`config.mk`:
```
export PLATFORM = sky130hd
export DESIGN_NAME = pulse_width_distance_sensor
export DESIGN_NICKNAME = d
export VERILOG_FILES = /design/src/hw/rtl/pwds_pkg.sv /design/src/hw/rtl/pulse_width_distance_sensor.sv /design/src/hw/rtl/pwds_calc.sv
export SDC_FILE = /design/constraint.sdc
export NUM_CORES = 1
export LEC_CHECK = 0
export ABC_AREA = 0
export BUFFER_PORTS_ARGS = -buffer_cell sky130_fd_sc_hd__buf_2
export CELL_PAD_IN_SITES_DETAIL_PLACEMENT = 1
export CELL_PAD_IN_SITES_GLOBAL_PLACEMENT = 1
export CORE_ASPECT_RATIO = 1.1
export CORE_MARGIN = 5
export CORE_UTILIZATION = 50
export CTS_CLUSTER_DIAMETER = 30
export CTS_CLUSTER_SIZE = 40
export DETAILED_ROUTE_END_ITERATION = 10
export GPL_TIMING_DRIVEN = 0
export HOLD_SLACK_MARGIN = 0.05
export PLACE_DENSITY = 0.85
export SETUP_SLACK_MARGIN = 0.05
export SLEW_MARGIN = 15
export SYNTH_ARGS = -nofsm -noshare
export SYNTH_HDL_FRONTEND = slang
export SYNTH_SLANG_ARGS = --single-unit
```
`constraint.sdc`:
```
create_clock -name clk -period 18.15 [get_ports clk]
set_input_delay 3.63 -clock clk [delete_from_list [all_inputs] [get_ports clk]]
set_output_delay 3.63 -clock clk [all_outputs]
set_load 0.05 [all_outputs]
```
`src/hw/rtl/pwds_pkg.sv`:
```
// ----------------------------------------------------------------------------
// pwds_pkg
// Shared types and constants for the pulse width distance sensor.
// ----------------------------------------------------------------------------
package pwds_pkg;

    localparam int TIME_W  = 16;
    localparam int WIDTH_W = 17;
    localparam int DIST_W  = 16;
    localparam int CFG_IDX_W  = 3;
    localparam int CFG_DATA_W = 17;

    // configuration register indexes
    localparam logic [CFG_IDX_W-1:0] REG_COUNTER_TOP     = 3'd0;
    localparam logic [CFG_IDX_W-1:0] REG_NO_DETECT_WIDTH = 3'd1;
    localparam logic [CFG_IDX_W-1:0] REG_MIN_WIDTH       = 3'd2;
    localparam logic [CFG_IDX_W-1:0] REG_MAX_WIDTH       = 3'd3;
    localparam logic [CFG_IDX_W-1:0] REG_MIN_DISTANCE    = 3'd4;
    localparam logic [CFG_IDX_W-1:0] REG_MAX_DISTANCE    = 3'd5;

    // reset values of the configuration registers
    localparam logic [TIME_W-1:0]  COUNTER_TOP_RST     = 16'd65535;
    localparam logic [WIDTH_W-1:0] NO_DETECT_WIDTH_RST = 17'd2000;
    localparam logic [WIDTH_W-1:0] MIN_WIDTH_RST       = 17'd1000;
    localparam logic [WIDTH_W-1:0] MAX_WIDTH_RST       = 17'd1999;
    localparam logic [DIST_W-1:0]  MIN_DISTANCE_RST    = 16'd0;
    localparam logic [DIST_W-1:0]  MAX_DISTANCE_RST    = 16'd750;

    // high time that maps to zero distance
    localparam logic [WIDTH_W-1:0] WIDTH_OFFSET = 17'd1000;

    typedef enum logic [1:0] {
        ST_RISE      = 2'd0,
        ST_OK        = 2'd1,
        ST_NO_DETECT = 2'd2,
        ST_INVALID   = 2'd3
    } status_t;

    typedef struct packed {
        logic [TIME_W-1:0]  counter_top;
        logic [WIDTH_W-1:0] no_detect_width;
        logic [WIDTH_W-1:0] min_width;
        logic [WIDTH_W-1:0] max_width;
        logic [DIST_W-1:0]  min_distance;
        logic [DIST_W-1:0]  max_distance;
    } cfg_t;

    typedef struct packed {
        logic               awaiting_fall;
        logic [TIME_W-1:0]  rise_time;
        logic [DIST_W-1:0]  kept_distance;
    } state_t;

    typedef struct packed {
        status_t            status;
        logic [WIDTH_W-1:0] high_time;
    } res_t;

endpackage

```
`src/hw/rtl/pulse_width_distance_sensor.sv`:
```
// ----------------------------------------------------------------------------
// pulse_width_distance_sensor
// Input-capture pulse width measurement with distance conversion.
// ----------------------------------------------------------------------------
// Each input word is a captured counter value; words alternate rising and
// falling edges, starting with rising. Every word gives one result word. An
// edge passes an input register, then the combinational width/classify
// logic, and lands in the result register; the block takes one word per
// cycle as long as the result register drains. The sensor state
// (edge polarity, rise time, kept distance) is updated in the same cycle the
// result is registered, so consecutive words see each other's effect.
module pulse_width_distance_sensor
(
    input  logic                               clk,
    input  logic                               rst_n,

    input  logic                               cfg_wr_en,
    input  logic [pwds_pkg::CFG_IDX_W-1:0]     cfg_index,
    input  logic [pwds_pkg::CFG_DATA_W-1:0]    cfg_wdata,

    input  logic                               in_valid,
    output logic                               in_stall,
    input  logic [pwds_pkg::TIME_W-1:0]        edge_time,

    output logic                               out_valid,
    input  logic                               out_stall,
    output logic [1:0]                         status,
    output logic [pwds_pkg::WIDTH_W-1:0]       high_time,
    output logic [pwds_pkg::DIST_W-1:0]        distance,
    output logic                               expect_falling
);

    pwds_pkg::cfg_t   cfg_reg;
    pwds_pkg::state_t state_reg;
    pwds_pkg::state_t state_next;
    pwds_pkg::res_t   res_next;

    logic                        in_vld_reg;
    logic [pwds_pkg::TIME_W-1:0] edge_reg;
    logic                        out_vld_reg;
    pwds_pkg::res_t              res_reg;
    logic [pwds_pkg::DIST_W-1:0] dist_reg;
    logic                        fall_reg;
    logic                        advance;

    // configuration
    always_ff @(posedge clk or negedge rst_n)
    begin
        if (!rst_n)
        begin
            cfg_reg.counter_top     <= pwds_pkg::COUNTER_TOP_RST;
            cfg_reg.no_detect_width <= pwds_pkg::NO_DETECT_WIDTH_RST;
            cfg_reg.min_width       <= pwds_pkg::MIN_WIDTH_RST;
            cfg_reg.max_width       <= pwds_pkg::MAX_WIDTH_RST;
            cfg_reg.min_distance    <= pwds_pkg::MIN_DISTANCE_RST;
            cfg_reg.max_distance    <= pwds_pkg::MAX_DISTANCE_RST;
        end
        else if (cfg_wr_en)
        begin
            case (cfg_index)
                pwds_pkg::REG_COUNTER_TOP:
                    cfg_reg.counter_top <= cfg_wdata[pwds_pkg::TIME_W-1:0];
                pwds_pkg::REG_NO_DETECT_WIDTH:
                    cfg_reg.no_detect_width <= cfg_wdata[pwds_pkg::WIDTH_W-1:0];
                pwds_pkg::REG_MIN_WIDTH:
                    cfg_reg.min_width <= cfg_wdata[pwds_pkg::WIDTH_W-1:0];
                pwds_pkg::REG_MAX_WIDTH:
                    cfg_reg.max_width <= cfg_wdata[pwds_pkg::WIDTH_W-1:0];
                pwds_pkg::REG_MIN_DISTANCE:
                    cfg_reg.min_distance <= cfg_wdata[pwds_pkg::DIST_W-1:0];
                pwds_pkg::REG_MAX_DISTANCE:
                    cfg_reg.max_distance <= cfg_wdata[pwds_pkg::DIST_W-1:0];
                default:
                begin
                end
            endcase
        end
    end

    // the word in the input register moves on unless a result is stuck
    assign advance  = in_vld_reg && !(out_vld_reg && out_stall);
    assign in_stall = in_vld_reg && out_vld_reg && out_stall;

    always_ff @(posedge clk or negedge rst_n)
    begin
        if (!rst_n)
        begin
            in_vld_reg <= 1'b0;
        end
        else if (!in_stall)
        begin
            in_vld_reg <= in_valid;
        end
    end

    always_ff @(posedge clk)
    begin
        if (!in_stall && in_valid)
        begin
            edge_reg <= edge_time;
        end
    end

    pwds_calc u_calc
    (
        .edge_time (edge_reg),
        .cfg       (cfg_reg),
        .cur       (state_reg),
        .nxt       (state_next),
        .res       (res_next)
    );

    always_ff @(posedge clk or negedge rst_n)
    begin
        if (!rst_n)
        begin
            state_reg   <= '0;
            out_vld_reg <= 1'b0;
        end
        else
        begin
            if (advance)
            begin
                state_reg   <= state_next;
                out_vld_reg <= 1'b1;
            end
            else if (!out_stall)
            begin
                out_vld_reg <= 1'b0;
            end
        end
    end

    always_ff @(posedge clk)
    begin
        if (advance)
        begin
            res_reg  <= res_next;
            dist_reg <= state_next.kept_distance;
            fall_reg <= state_next.awaiting_fall;
        end
    end

    assign out_valid      = out_vld_reg;
    assign status         = res_reg.status;
    assign high_time      = res_reg.high_time;
    assign distance       = dist_reg;
    assign expect_falling = fall_reg;

endmodule

```
`src/hw/rtl/pwds_calc.sv`:
```
// ----------------------------------------------------------------------------
// pwds_calc
// One edge step: high time with counter wrap, classification, distance and
// next sensor state.
// ----------------------------------------------------------------------------
module pwds_calc
(
    input  logic [pwds_pkg::TIME_W-1:0] edge_time,
    input  pwds_pkg::cfg_t              cfg,
    input  pwds_pkg::state_t            cur,
    output pwds_pkg::state_t            nxt,
    output pwds_pkg::res_t              res
);

    logic [pwds_pkg::WIDTH_W-1:0] width;
    logic [pwds_pkg::WIDTH_W-1:0] diff;
    logic [pwds_pkg::WIDTH_W+1:0] diff_x3;
    logic [pwds_pkg::WIDTH_W-1:0] dist_mm;
    logic                         dist_ok;

    // wrap path is taken modulo 2^17, like a plain 17-bit adder
    always_comb
    begin
        if (edge_time >= cur.rise_time)
        begin
            width = {1'b0, edge_time} - {1'b0, cur.rise_time};
        end
        else
        begin
            width = {1'b0, cfg.counter_top} + 17'd1 - {1'b0, cur.rise_time}
                    + {1'b0, edge_time};
        end
    end

    // (width - 1000) * 3 / 4, only used when width >= 1000
    assign diff    = width - pwds_pkg::WIDTH_OFFSET;
    assign diff_x3 = {2'b00, diff} + {1'b0, diff, 1'b0};
    assign dist_mm = diff_x3[pwds_pkg::WIDTH_W+1:2];
    assign dist_ok = (dist_mm >= {1'b0, cfg.min_distance})
                  && (dist_mm <= {1'b0, cfg.max_distance});

    always_comb
    begin
        nxt = cur;
        res.status    = pwds_pkg::ST_RISE;
        res.high_time = '0;
        if (!cur.awaiting_fall)
        begin
            nxt.rise_time     = edge_time;
            nxt.awaiting_fall = 1'b1;
        end
        else
        begin
            nxt.awaiting_fall = 1'b0;
            res.high_time     = width;
            if (width >= cfg.no_detect_width)
            begin
                res.status        = pwds_pkg::ST_NO_DETECT;
                nxt.kept_distance = '0;
            end
            else if (width < cfg.min_width || width > cfg.max_width
                     || width < pwds_pkg::WIDTH_OFFSET || !dist_ok)
            begin
                res.status = pwds_pkg::ST_INVALID;
            end
            else
            begin
                res.status        = pwds_pkg::ST_OK;
                nxt.kept_distance = dist_mm[pwds_pkg::DIST_W-1:0];
            end
        end
    end

endmodule

```
==> impl_metrics.py <==
metrics = {
    "status": {
        "status": "finished, final reports clean",
    },
    "detailed_routing": {
        "drtIter0Drc": 544,
        "drc": 0,
        "detail-route-antenna-nets": 0,
        "vias": 10150,
        "wl_per_cell_microns": 21.8,
        "viasPerCell": 5.93,
        "drt-total-wl_microns": 37200,
        "firstDrtPassIters": 5,
    },
    "setup_path": {
        "cp_data_arrival_time_ns": 10.36,
        "cp.required_ns": 18.44,
        "worstSetupEndpointType": "flip-flop",
        "cpLargestDelayFamily": "compound AO/OA/AOI/OAI gates",
        "critPathBufInv": 6,
        "cp_slowest_stage_delay_ns": 0.64,
        "cp_slowest_cell": "xnor2_1",
        "cp-start-kind": "flip-flop",
        "path_class": "flip-flop to flip-flop",
        "critPathMaxFanout": 10,
    },
    "clock_network": {
        "cts_setup_buffers": 0,
        "cts_inserted_buffers": 17,
        "ctsHoldBuffers": 0,
        "cts-root-buf": "clkbuf_16",
        "h-tree-depth": 4,
        "clkLatencyLatePin_ns": 0.45,
        "path_clk_slew_ns": 0.07,
        "cts_tree": "done",
        "cts.path.max_buffers": 2,
        "cts_sinks": 186,
        "ctsResizeCount": 0,
    },
    "cells_and_area": {
        "drive_above_1_share": 0.165,
        "fin_nets": 1578,
        "antennaDiodeCount": 0,
        "fillCellCount": 2826,
        "largest_reg_flops": 99,
        "final_cells": 1712,
        "area_growth_pct": 11.2,
        "multi_input_area_sq_um": 6690,
        "seqCellArea_sq_um": 4970,
    },
    "floorplanning": {
        "core_area_sq_um": 24600,
        "num_rows": 60,
        "ios": 79,
        "die_area_sq_um": 28400,
        "die-width_microns": 161,
        "initial_core_util": 0.511,
        "die_h_microns": 176,
    },
    "global_route": {
        "grt_use_met1": 0.317,
        "top_usage_layer": "met2",
        "grt-ovfl-total": 0,
        "grt_max_degree": 88,
        "use_met2": 0.476,
        "grt_first_pass_wirelength_microns": 59600,
        "grt_use_total": 0.267,
        "use_met3": 0.0320,
        "antenna_found_initial": 0,
        "grt_pass1_vias": 11091,
    },
    "logic_synthesis": {
        "synth_cells": 1289,
        "synth_edf_count": 52,
        "syn_area_sq_um": 12600,
        "ys_ff_latch": 186,
        "yosysWarnings": 0,
        "syn-num-nets": 1478,
        "synth.distinct_cells": 80,
        "ys_seq_area_frac": 0.395,
        "syn_avg_cell_area_sq_um": 9.75,
        "ys_async_sr_fraction": 0.720,
        "ys.flop_type": "dfrtp_1",
    },
    "placed_design": {
        "dp_hpwl_microns": 28900,
        "dp.cells": 1680,
        "gp_congestion": 0.895,
        "io_buffers": 78,
    },
    "timing": {
        "finalSetupTns_ns": 0,
        "setup_viol": 0,
        "fmax_mhz": 99.2,
        "rsz0062_at_grt": "false",
        "worst_pin_slew_ns": 1.16,
        "finClkSkew_ns": 0.0117,
        "hold_viol": 0,
        "drv_slew": 0,
        "min_period_ns": 10.08,
        "slew_headroom": 0.226,
        "period_share": 0.555,
    },
    "flow_run": {
        "maxCapViolations": 0,
    },
    "worst_hold_path": {
        "min_path_type": "flip-flop to flip-flop",
    },
}
[synth_stat cells, types with 6 or more instances]
library cell	instances	area (sq um)
inv_1	199	747
o21ai_0	107	536
nor4_1	6	37.5
and2_1	9	56.3
mux2_2	41	462
nor3_1	18	90.1
xnor2_1	31	272
fa_1	18	360
o2bb2ai_1	14	123
a21o_1	33	248
clkbuf_1	27	101
nand2_1	113	424
nand4_1	16	100
edfxtp_1	52	1560
nor2_1	50	188
o21a_1	18	135
a31oi_1	8	50.1
and3_1	8	50.1
or3_1	8	50.1
mux2i_1	11	110
nand2b_1	10	62.6
ha_1	130	1630
xor2_1	18	158
o21bai_1	8	60.1
a22o_1	15	131
a211oi_1	7	52.6
nand3_1	16	80.1
o211ai_1	10	75.1
dfstp_2	44	1160
dfrtp_1	90	2250
a21oi_1	55	275
nor2b_1	11	68.8
[cells by family after synthesis]
logic type / synth area share
buffers and inverters: 0.0728
XOR/XNOR: 0.0341
multiplexers: 0.0473
adder cells (fa/ha/maj): 0.160
AND/OR/NAND/NOR: 0.112
AO/OA/AOI/OAI: 0.179
flip-flops: 0.395
[cell type report]
class / instances / share of cell area
multi-input cells: 867 / 0.478
flip-flops and latches: 186 / 0.356
inverters: 201 / 0.0540
repair buffers: 81 / 0.0326
clock buffers: 17 / 0.0304
well taps: 310 / 0.0278
plain buffers: 35 / 0.0115
clock inverters: 15 / 0.00976
[final timing paths]
check / slack (ns) / from / cells past startpoint / to
max in group asynchronous: 14.27 / rst_n / 2 / cfg_reg[5]
worst min-delay path: 0.51 / cfg_reg[4] / 1 / cfg_reg[4]
worst max-delay path: 8.07 / state_reg[20] / 33 / distance[15]
worst max register to register: 8.07 / state_reg[20] / 33 / distance[15]
min in group asynchronous: 3.07 / rst_n / 1 / cfg_reg[77]
worst min register to register: 0.51 / cfg_reg[4] / 1 / cfg_reg[4]
[routing by layer]
| layer | vias to the layer above | wire length, microns |
|---|---|---|
| li1 | 4700 | - |
| met1 | 5095 | 15200 |
| met2 | 247 | 18600 |
| met3 | 108 | 1300 |
| met4 | 0 | 2060 |
| met5 | - | 0 |
[metrics by stage]
stage	util	hold WS [ns]	area [sq um]	setup WS, ns
2_1_floorplan	-	0.464	12600	10.45
3_3_place_gp	0.542	0.479	13300	8.47
3_5_place_dp	0.545	0.494	13400	8.48
4_1_cts	0.568	0.513	14000	8.16
5_1_grt	0.568	0.523	14000	7.71
6_report	0.568	0.508	14000	8.07
[layout by cell type (no fill, tap or decap), types with 6 or more instances in the layout]
cell,synthesis,layout
o21a_1,18,18
and2_1,9,9
xor2_1,18,18
ha_1,130,130
or3_1,8,8
o21ai_0,107,104
clkbuf_16,0,17
and3_1,8,8
dfstp_2,44,44
nor2_1,50,50
nand2_1,113,113
a22o_1,15,15
fa_1,18,18
o211ai_1,10,10
clkbuf_1,27,26
mux2i_1,11,11
a21o_1,33,33
dfrtp_1,90,90
o21bai_1,8,8
buf_2,2,79
xnor2_1,31,31
o2bb2ai_1,14,14
a211oi_1,7,7
nand3_1,16,16
a31oi_1,8,8
a21oi_1,55,55
nand4_1,16,16
inv_1,199,199
nor3_1,18,18
nand2b_1,10,10
edfxtp_1,52,52
nor4_1,6,6
nor2b_1,11,11
mux2_2,41,41
Power is left out: the tool's default activity adds up to more than one toggle a clock period on the data nets, which glitch-free logic cannot reach.
